===== src/sv/rss_pkg.sv =====
`timescale 1ns / 1ps
// rss_pkg: shared types and constants for running_sample_statistics
// no dependencies

package rss_pkg;

    localparam int SAMPLE_BITS = 16;
    localparam int THRESH_BITS = 15;
    localparam int COUNT_BITS  = 17;
    localparam int TOTAL_BITS  = 32;
    localparam int SQ_BITS     = 47;
    localparam int OUT_BITS    = 16;

    typedef enum logic [3:0] {
        ST_ACC  = 4'b0001,
        ST_DIV  = 4'b0010,
        ST_ROOT = 4'b0100,
        ST_OUT  = 4'b1000
    } state_t;

    typedef struct packed {
        logic acc_en;
        logic div_start;
        logic div_step;
        logic root_start;
        logic root_step;
        logic out_load;
    } cmd_t;

    typedef struct packed {
        logic set_end;
        logic div_done;
        logic root_done;
    } status_t;

endpackage


===== src/sv/rss_ctrl.sv =====
`timescale 1ns / 1ps
// rss_ctrl: controller state machine for running_sample_statistics
// depends on rss_pkg

module rss_ctrl
(
    input  logic              clk,
    input  logic              rst_n,
    input  logic              in_valid,
    output logic              in_stall,
    output logic              out_valid,
    input  logic              out_stall,
    input  rss_pkg::status_t  status,
    output rss_pkg::cmd_t     cmd
);

    rss_pkg::state_t state_reg, state_next;
    logic            out_valid_reg, out_valid_next;

    always_comb
    begin
        state_next     = state_reg;
        out_valid_next = out_valid_reg && out_stall;
        cmd            = '0;
        in_stall       = 1'b1;
        unique case (state_reg)
            rss_pkg::ST_ACC:
            begin
                in_stall   = 1'b0;
                cmd.acc_en = in_valid;
                if (in_valid && status.set_end)
                begin
                    cmd.div_start = 1'b1;
                    state_next    = rss_pkg::ST_DIV;
                end
            end
            rss_pkg::ST_DIV:
            begin
                cmd.div_step = 1'b1;
                if (status.div_done)
                begin
                    cmd.root_start = 1'b1;
                    state_next     = rss_pkg::ST_ROOT;
                end
            end
            rss_pkg::ST_ROOT:
            begin
                cmd.root_step = 1'b1;
                if (status.root_done)
                    state_next = rss_pkg::ST_OUT;
            end
            rss_pkg::ST_OUT:
            begin
                if (!out_valid_reg || !out_stall)
                begin
                    cmd.out_load   = 1'b1;
                    out_valid_next = 1'b1;
                    state_next     = rss_pkg::ST_ACC;
                end
            end
            default: state_next = rss_pkg::ST_ACC;
        endcase
    end

    always_ff @(posedge clk or negedge rst_n)
    begin
        if (!rst_n)
        begin
            state_reg     <= rss_pkg::ST_ACC;
            out_valid_reg <= 1'b0;
        end
        else
        begin
            state_reg     <= state_next;
            out_valid_reg <= out_valid_next;
        end
    end

    assign out_valid = out_valid_reg;

endmodule


===== src/sv/rss_datapath.sv =====
`timescale 1ns / 1ps
// rss_datapath: accumulators, serial dividers, serial square root, result registers
// depends on rss_pkg

module rss_datapath #(
    parameter int MAX_SAMPLES = 65536
)
(
    input  logic                                   clk,
    input  logic                                   rst_n,
    input  logic [rss_pkg::THRESH_BITS-1:0]        threshold,
    input  logic signed [15:0]                     sample,
    input  logic                                   last_sample,
    input  rss_pkg::cmd_t                          cmd,
    output rss_pkg::status_t                       status,
    output logic [rss_pkg::COUNT_BITS-1:0]         sample_count,
    output logic signed [rss_pkg::TOTAL_BITS-1:0]  total,
    output logic [rss_pkg::SQ_BITS-1:0]            total_of_squares,
    output logic signed [15:0]                     smallest,
    output logic signed [15:0]                     largest,
    output logic signed [15:0]                     mean,
    output logic [15:0]                            deviation,
    output logic [rss_pkg::COUNT_BITS-1:0]         nonzero_count
);

    localparam int SAMPLE_BITS = rss_pkg::SAMPLE_BITS;
    localparam int CW = $clog2(MAX_SAMPLES + 1);
    localparam int SW = SAMPLE_BITS + CW + 1;
    localparam int QW = 2 * SAMPLE_BITS + CW;
    localparam int MW = SAMPLE_BITS + 1;
    localparam int DW = (SW > QW) ? SW : QW;
    localparam int DCW = $clog2(DW + 2);
    localparam int RW = (QW + 1) / 2;
    localparam int VW = 2 * RW;
    localparam int RCW = $clog2(RW + 2);
    localparam logic signed [SAMPLE_BITS-1:0] MOST_POS = {1'b0, {(SAMPLE_BITS-1){1'b1}}};
    localparam logic signed [SAMPLE_BITS-1:0] MOST_NEG = {1'b1, {(SAMPLE_BITS-1){1'b0}}};

    logic signed [SAMPLE_BITS-1:0] s;
    logic [SAMPLE_BITS-1:0]        mag;
    logic [2*SAMPLE_BITS-1:0]      sq;
    logic [CW-1:0]                 cnt_inc;

    logic [CW-1:0]                 cnt_reg;
    logic signed [SW-1:0]          sum_reg;
    logic [QW-1:0]                 sq_reg;
    logic signed [SAMPLE_BITS-1:0] min_reg, max_reg;
    logic [CW-1:0]                 nz_reg;

    logic [CW-1:0]                 f_cnt_reg, f_nz_reg;
    logic signed [SW-1:0]          f_sum_reg;
    logic [QW-1:0]                 f_sq_reg;
    logic signed [SAMPLE_BITS-1:0] f_min_reg, f_max_reg;

    logic [DW-1:0]   mq_reg, qq_reg;
    logic [DW:0]     mr_reg, qr_reg;
    logic [DCW-1:0]  dcnt_reg;
    logic            neg_reg;
    logic [DW:0]     mr_sh, qr_sh, mr_sub, qr_sub;
    logic [DW-1:0]   abs_sum;
    logic [MW-1:0]   mean_mag;
    logic [2*MW-1:0] meansq_reg;

    logic [VW-1:0]   rv_reg;
    logic [RW-1:0]   root_reg;
    logic [QW+1:0]   rrem_reg;
    logic [RCW-1:0]  rcnt_reg;
    logic [QW+1:0]   rtrial, rrem_sh;
    logic signed [MW:0] mean_s;

    assign s       = SAMPLE_BITS'(sample);
    assign mag     = s[SAMPLE_BITS-1] ? SAMPLE_BITS'(-s) : SAMPLE_BITS'(s);
    assign sq      = mag * mag;
    assign cnt_inc = cnt_reg + CW'(1);
    assign status.set_end = last_sample || (32'(cnt_inc) >= 32'(MAX_SAMPLES));

    always_ff @(posedge clk or negedge rst_n)
    begin
        if (!rst_n)
        begin
            cnt_reg <= '0;
            sum_reg <= '0;
            sq_reg  <= '0;
            min_reg <= MOST_POS;
            max_reg <= MOST_NEG;
            nz_reg  <= '0;
        end
        else if (cmd.acc_en)
        begin
            if (status.set_end)
            begin
                cnt_reg <= '0;
                sum_reg <= '0;
                sq_reg  <= '0;
                min_reg <= MOST_POS;
                max_reg <= MOST_NEG;
                nz_reg  <= '0;
            end
            else
            begin
                cnt_reg <= cnt_inc;
                sum_reg <= sum_reg + SW'(s);
                sq_reg  <= sq_reg + QW'(sq);
                if (s < min_reg)
                    min_reg <= s;
                if (s > max_reg)
                    max_reg <= s;
                if (32'(mag) > 32'(threshold))
                    nz_reg <= nz_reg + CW'(1);
            end
        end
    end

    // final values of the set
    always_ff @(posedge clk)
    begin
        if (cmd.div_start)
        begin
            f_cnt_reg <= cnt_inc;
            f_sum_reg <= sum_reg + SW'(s);
            f_sq_reg  <= sq_reg + QW'(sq);
            f_min_reg <= (s < min_reg) ? s : min_reg;
            f_max_reg <= (s > max_reg) ? s : max_reg;
            f_nz_reg  <= (32'(mag) > 32'(threshold)) ? nz_reg + CW'(1) : nz_reg;
        end
    end

    // two restoring dividers, one quotient bit per cycle
    assign abs_sum = f_sum_reg[SW-1] ? DW'(-f_sum_reg) : DW'(f_sum_reg);
    assign mr_sh   = {mr_reg[DW-1:0], mq_reg[DW-1]};
    assign qr_sh   = {qr_reg[DW-1:0], qq_reg[DW-1]};
    assign mr_sub  = mr_sh - (DW+1)'(f_cnt_reg);
    assign qr_sub  = qr_sh - (DW+1)'(f_cnt_reg);
    assign mean_mag = MW'(mq_reg);
    assign status.div_done = (dcnt_reg == DCW'(DW + 1));

    always_ff @(posedge clk or negedge rst_n)
    begin
        if (!rst_n)
            dcnt_reg <= '0;
        else if (cmd.div_start)
            dcnt_reg <= '0;
        else if (cmd.div_step && !status.div_done)
            dcnt_reg <= dcnt_reg + DCW'(1);
    end

    always_ff @(posedge clk)
    begin
        if (cmd.div_step && dcnt_reg == '0)
        begin
            mq_reg  <= abs_sum;
            qq_reg  <= DW'(f_sq_reg);
            mr_reg  <= '0;
            qr_reg  <= '0;
            neg_reg <= f_sum_reg[SW-1];
        end
        else if (cmd.div_step && !status.div_done)
        begin
            if (!mr_sub[DW])
            begin
                mr_reg <= mr_sub;
                mq_reg <= {mq_reg[DW-2:0], 1'b1};
            end
            else
            begin
                mr_reg <= mr_sh;
                mq_reg <= {mq_reg[DW-2:0], 1'b0};
            end
            if (!qr_sub[DW])
            begin
                qr_reg <= qr_sub;
                qq_reg <= {qq_reg[DW-2:0], 1'b1};
            end
            else
            begin
                qr_reg <= qr_sh;
                qq_reg <= {qq_reg[DW-2:0], 1'b0};
            end
        end
    end

    // square root, one result bit per cycle
    assign rrem_sh = {rrem_reg[QW-1:0], rv_reg[VW-1:VW-2]};
    assign rtrial  = rrem_sh - (QW+2)'({root_reg, 2'b01});
    assign status.root_done = (rcnt_reg == RCW'(RW + 1));

    always_ff @(posedge clk or negedge rst_n)
    begin
        if (!rst_n)
            rcnt_reg <= '0;
        else if (cmd.root_start)
            rcnt_reg <= '0;
        else if (cmd.root_step && !status.root_done)
            rcnt_reg <= rcnt_reg + RCW'(1);
    end

    always_ff @(posedge clk)
    begin
        if (cmd.root_start)
        begin
            meansq_reg <= mean_mag * mean_mag;
        end
        if (cmd.root_step && rcnt_reg == '0)
        begin
            rv_reg   <= (QW'(meansq_reg) > QW'(qq_reg)) ? '0
                        : VW'(QW'(qq_reg) - QW'(meansq_reg));
            root_reg <= '0;
            rrem_reg <= '0;
        end
        else if (cmd.root_step && !status.root_done)
        begin
            rv_reg <= {rv_reg[VW-3:0], 2'b00};
            if (!rtrial[QW+1])
            begin
                rrem_reg <= rtrial;
                root_reg <= {root_reg[RW-2:0], 1'b1};
            end
            else
            begin
                rrem_reg <= rrem_sh;
                root_reg <= {root_reg[RW-2:0], 1'b0};
            end
        end
    end

    assign mean_s = neg_reg ? -$signed({1'b0, mean_mag}) : $signed({1'b0, mean_mag});

    always_ff @(posedge clk)
    begin
        if (cmd.out_load)
        begin
            sample_count     <= rss_pkg::COUNT_BITS'(f_cnt_reg);
            total            <= rss_pkg::TOTAL_BITS'(f_sum_reg);
            total_of_squares <= rss_pkg::SQ_BITS'(f_sq_reg);
            smallest         <= 16'(f_min_reg);
            largest          <= 16'(f_max_reg);
            mean             <= 16'(mean_s);
            deviation        <= 16'(root_reg);
            nonzero_count    <= rss_pkg::COUNT_BITS'(f_nz_reg);
        end
    end

endmodule


===== src/sv/running_sample_statistics.sv =====
`timescale 1ns / 1ps
// running_sample_statistics: top level, controller plus datapath
// depends on rss_pkg, rss_ctrl, rss_datapath
//
// channel   direction  handshake            payload
// in        input      in_valid/in_stall    sample, last_sample
// out       output     out_valid/out_stall  sample_count .. nonzero_count
// cfg       input      cfg_valid/cfg_ready  cfg_data (nonzero_threshold)
//
// one sample per cycle while a set is open
// a set end stalls input while the DW-bit dividers run, then the RW-bit square root, where
// DW = 2*SAMPLE_BITS + clog2(MAX_SAMPLES + 1) and RW = (DW + 1) / 2:
// one bit per cycle in the dividers, then one root bit per cycle
// input is stalled from set end until the result sits in the output register
// reset clears the accumulators and the threshold

module running_sample_statistics #(
    parameter int MAX_SAMPLES = 65536
)
(
    input  logic                                  clk,
    input  logic                                  rst_n,
    input  logic                                  in_valid,
    output logic                                  in_stall,
    input  logic signed [15:0]                    sample,
    input  logic                                  last_sample,
    output logic                                  out_valid,
    input  logic                                  out_stall,
    output logic [rss_pkg::COUNT_BITS-1:0]        sample_count,
    output logic signed [rss_pkg::TOTAL_BITS-1:0] total,
    output logic [rss_pkg::SQ_BITS-1:0]           total_of_squares,
    output logic signed [15:0]                    smallest,
    output logic signed [15:0]                    largest,
    output logic signed [15:0]                    mean,
    output logic [15:0]                           deviation,
    output logic [rss_pkg::COUNT_BITS-1:0]        nonzero_count,
    input  logic                                  cfg_valid,
    output logic                                  cfg_ready,
    input  logic [rss_pkg::THRESH_BITS-1:0]       cfg_data
);

    rss_pkg::cmd_t    cmd;
    rss_pkg::status_t status;
    logic [rss_pkg::THRESH_BITS-1:0] thresh_reg;

    assign cfg_ready = 1'b1;

    always_ff @(posedge clk or negedge rst_n)
    begin
        if (!rst_n)
            thresh_reg <= '0;
        else if (cfg_valid)
            thresh_reg <= cfg_data;
    end

    rss_ctrl u_ctrl (
        .clk       (clk),
        .rst_n     (rst_n),
        .in_valid  (in_valid),
        .in_stall  (in_stall),
        .out_valid (out_valid),
        .out_stall (out_stall),
        .status    (status),
        .cmd       (cmd)
    );

    rss_datapath #(
        .MAX_SAMPLES (MAX_SAMPLES)
    ) u_datapath (
        .clk              (clk),
        .rst_n            (rst_n),
        .threshold        (thresh_reg),
        .sample           (sample),
        .last_sample      (last_sample),
        .cmd              (cmd),
        .status           (status),
        .sample_count     (sample_count),
        .total            (total),
        .total_of_squares (total_of_squares),
        .smallest         (smallest),
        .largest          (largest),
        .mean             (mean),
        .deviation        (deviation),
        .nonzero_count    (nonzero_count)
    );

endmodule

===== config.mk =====
export PLATFORM = sky130hd
export DESIGN_NAME = running_sample_statistics
export DESIGN_NICKNAME = d
export VERILOG_FILES = /design/src/sv/rss_pkg.sv /design/src/sv/rss_ctrl.sv /design/src/sv/rss_datapath.sv /design/src/sv/running_sample_statistics.sv
export SDC_FILE = /design/constraint.sdc
export NUM_CORES = 2
export LEC_CHECK = 0
export BUFFER_PORTS_ARGS = -buffer_cell sky130_fd_sc_hd__buf_2
export CAP_MARGIN = 20
export CELL_PAD_IN_SITES_DETAIL_PLACEMENT = 1
export CELL_PAD_IN_SITES_GLOBAL_PLACEMENT = 1
export CORE_MARGIN = 3
export CORE_UTILIZATION = 40
export CTS_CLUSTER_DIAMETER = 40
export DETAILED_ROUTE_END_ITERATION = 10
export PLACE_DENSITY_LB_ADDON = 0.2
export SLEW_MARGIN = 40
export SYNTH_ARGS = -nofsm -noshare
export SYNTH_HDL_FRONTEND = slang
export SYNTH_SLANG_ARGS = --single-unit

===== constraint.sdc =====
create_clock -name clk -period 29.1 [get_ports clk]
set_clock_uncertainty 0.2 [all_clocks]
set_input_delay 5.82 -clock clk [delete_from_list [all_inputs] [get_ports clk]]
set_output_delay 5.82 -clock clk [all_outputs]
set_load 0.02 [all_outputs]

==> flow_summary_export.csv <==
group,metric,value,unit
finish,finalNonFillerCells,8244,
floorplan,num_rows,140,
clock_network,clock-sinks,860,
clock_network,numCtsBuffers,161,
placement,place_ws,13.22,ns
logic_synthesis,ys_async_sr_fraction,20.9,%
drt,ant_nets,0,
global_routing,grt_pass1_vias,48500,
clock_network,h-tree-depth,4,
setup_path,crit_type,"input port to register",
finish,n_fill_cell,16300,
timing,maxSlewViolCount,0,
floorplan,core,146000,µm²
timing,relSlewSlack,42.2,%
placement,io_buffers,215,
setup_path,worstReg2RegStart,"u_datapath.mq_reg[2]",
run_status,status,"completed",
logic_synthesis,ys_seq_area_share,39.1,%
hold_path,min_from,"u_datapath.f_min_reg[10]",
floorplan,ioPinCount,217,
global_routing,grt_pass1_wl,277000,µm
drt,avgViaCountPerCell,5.41,
global_routing,overflow,0,
setup_path,crit_start,"sample[5]",
setup_path,setup.worst_path.end_class,"register",
logic_synthesis,synth_edf_count,508,
floorplan,die_x,391,µm
clock_network,clockBufferDepth,3,
clock_network,cts_tree,"done",
setup_path,cp_max_fo,11,
logic_synthesis,yosysWarnings,0,
drt,remaining_drc_errors,0,
timing,report.final.setup_viol,0,
finish,drive_gt1_share,10.5,%
floorplan,dieArea,153000,µm²
clock_network,cts_root_buf,"clkbuf_16",
timing,period_needed,15.12,ns
clock_network,clk_latency,0.78,ns
clock_network,clk_pin_slew,0.06,ns
setup_path,cp.arrival,15.59,ns
timing,hold_viol_final,0,
logic_synthesis,netlist-cell-type-count,96,
global_routing,grt_max_degree,89,
setup_path,critPathSlowestCell,"or4_1",
finish,largest_register_ffs,50,
logic_synthesis,postSynthAreaPerCell,9.94,µm²
clock_network,cts_resized,0,
drt,drt-total-wl,174000,µm
drt,dr.pass1.iters,7,
timing,hold_slack,0.212,ns
timing,fmax,0.0661,GHz
drt,vias,44600,
timing,fin_tns_setup,0,ns
clock_network,post-cts-setup-buffers,0,
placement,place_inst,7936,
finish,final_nets,7009,
job,max-cap-violations,0,
finish,area_growth_syn_to_layout,15.3,%
setup_path,worst_path_most_repeated_cell,"fa_1",
floorplan,start_util,40.5,%
hold_path,hold_class,"register to register",
logic_synthesis,ys.flop_type,"edfxtp_1",
drt,wire_per_inst,21.1,µm
setup_path,startpoint_type,"input port",
timing,rsz0062_at_grt,"no",
logic_synthesis,synth_area,59300,µm²
drt,drt-initial-drc-count,2445,
placement,gp_congestion,0.851,
setup_path,slowest_delay,0.62,ns
global_routing,antenna_found_initial,11,
placement,hpwl,127000,µm
timing,finalCritPeriodShare,52.0,%
timing,tightestPinTransition,0.859,ns
timing,setup_ws,13.98,ns
logic_synthesis,ys_ff_latch,860,
global_routing,grt_usage,23.0,%
logic_synthesis,synthCells,5972,
clock_network,hold_buffers,0,
setup_path,crit_required,29.56,ns
floorplan,die-height,391,µm
## critical path, delay by kind of cell
kind	cells	cell delay, ns
compound gates	5	1.86
xor+xnor	1	0.57
fa+ha+maj	7	3.26
buf+inv	6	1.09
simple gates	10	2.96
## placed cells by master, fill, tap and decap left out, types with 22 or more instances in the layout
cell type / synthesis / routed
edfxtp_1: 508 / 508
dfrtp_1: 163 / 163
dfxtp_1: 172 / 172
mux2i_1: 43 / 43
xnor2_1: 199 / 198
buf_2: 7 / 215
inv_1: 791 / 788
a22o_1: 69 / 69
nor4_1: 42 / 41
and3_1: 39 / 39
o21bai_1: 23 / 23
nand2_1: 758 / 752
o211ai_1: 37 / 37
nand2b_1: 37 / 37
o31ai_1: 95 / 95
fa_1: 388 / 388
a21o_1: 120 / 120
o21a_1: 38 / 38
a21oi_1: 196 / 194
xor2_1: 156 / 154
o21ai_0: 372 / 371
clkbuf_16: 0 / 164
or3_1: 29 / 29
buf_4: 2 / 51
nor3_1: 73 / 73
nor2_1: 250 / 245
a211oi_1: 23 / 22
or4_1: 34 / 34
nor2b_1: 39 / 39
o21ai_1: 25 / 24
nand4_1: 59 / 59
nand3_1: 134 / 133
ha_1: 398 / 398
and2_1: 104 / 104
a31oi_1: 35 / 35
## path summary, 6_finish.rpt
kind / cells after the start / slack (ns) / end
setup / recovery: 29 / 13.98 / u_datapath.sq_reg[43]
hold / removal: 0 / 0.21 / u_datapath.smallest[10]
setup reg to reg: 22 / 21.56 / u_datapath.meansq_reg[33]
hold reg to reg: 0 / 0.21 / u_datapath.smallest[10]
max in group asynchronous: 2 / 22.60 / u_datapath.rcnt_reg[0]
min in group asynchronous: 1 / 4.84 / u_datapath.nz_reg[2]
## cell type report
cell class              count  area [µm²]  area share (%)
diodes                      2        5.00         0.00732
clock buffers             190        4280            6.26
clock inverters           112        1330            1.94
inverters                 798        3000            4.39
multi-input cells        4079       32400            47.3
flip-flops and latches    860       23200            33.9
well taps                1917        2400            3.51
repair buffers            286        1820            2.65
## layer usage
metal / track usage (%) / wire (µm) / vias up
li1: - / - / 20900
met1: 30.3 / 78100 / 22600
met2: 39.0 / 83400 / 852
met3: 3.43 / 6880 / 267
met4: 7.19 / 5240 / 2
met5: 0 / 13 / -
## synth_stat cells (17+ instances only)
cell type  instances  share of area (%)
o41ai_1           19               0.28
o21a_1            38               0.48
nand3_1          134                1.1
edfxtp_1         508                 26
ha_1             398                8.4
o21ai_0          372                3.1
mux2_2            18               0.34
nor2_1           250                1.6
a31oi_1           35               0.37
a21oi_1          196                1.7
and3_1            39               0.41
nor4_1            42               0.44
inv_1            791                5.0
o211ai_1          37               0.47
a21o_1           120                1.5
a22o_1            69                1.0
nand4_1           59               0.62
xnor2_1          199                2.9
and2_1           104                1.1
nand2b_1          37               0.39
nor2b_1           39               0.41
dfxtp_1          172                5.8
or4_1             34               0.43
fa_1             388                 13
mux2i_1           43               0.73
o31ai_1           95                1.2
nand2_1          758                4.8
o21bai_1          23               0.29
clkbuf_1         213                1.3
or3_1             29               0.31
a211oi_1          23               0.29
buf_1             17               0.11
dfrtp_1          163                6.9
xor2_1           156                2.3
o21ai_1           25               0.21
nor3_1            73               0.62
dfstp_2           17               0.75
## cells by family (layout without fill, tap and decap cells)
family / count (synthesis) / in the layout / synth area share, %
fa+ha+maj: 786 / 786 / 21.5
mux: 61 / 61 / 1.07
xor+xnor: 355 / 355 / 5.24
buf+inv: 1043 / 1386 / 6.69
flops: 860 / 860 / 39.1
other cells: 2 / 14 / 0.0127
simple gates: 1666 / 1666 / 13.3
compound gates: 1199 / 1199 / 13.1
## metrics by stage
stage	area, µm²	utilization [%]
final	68400	46.7
after global routing	68400	46.7
after CTS	68300	46.6
after detailed placement	62700	42.8
after global placement	62500	42.7
after floorplan	59400	-
Power is left out: the tool's default activity adds up to more than one toggle a clock period on the data nets, which glitch-free logic cannot reach.
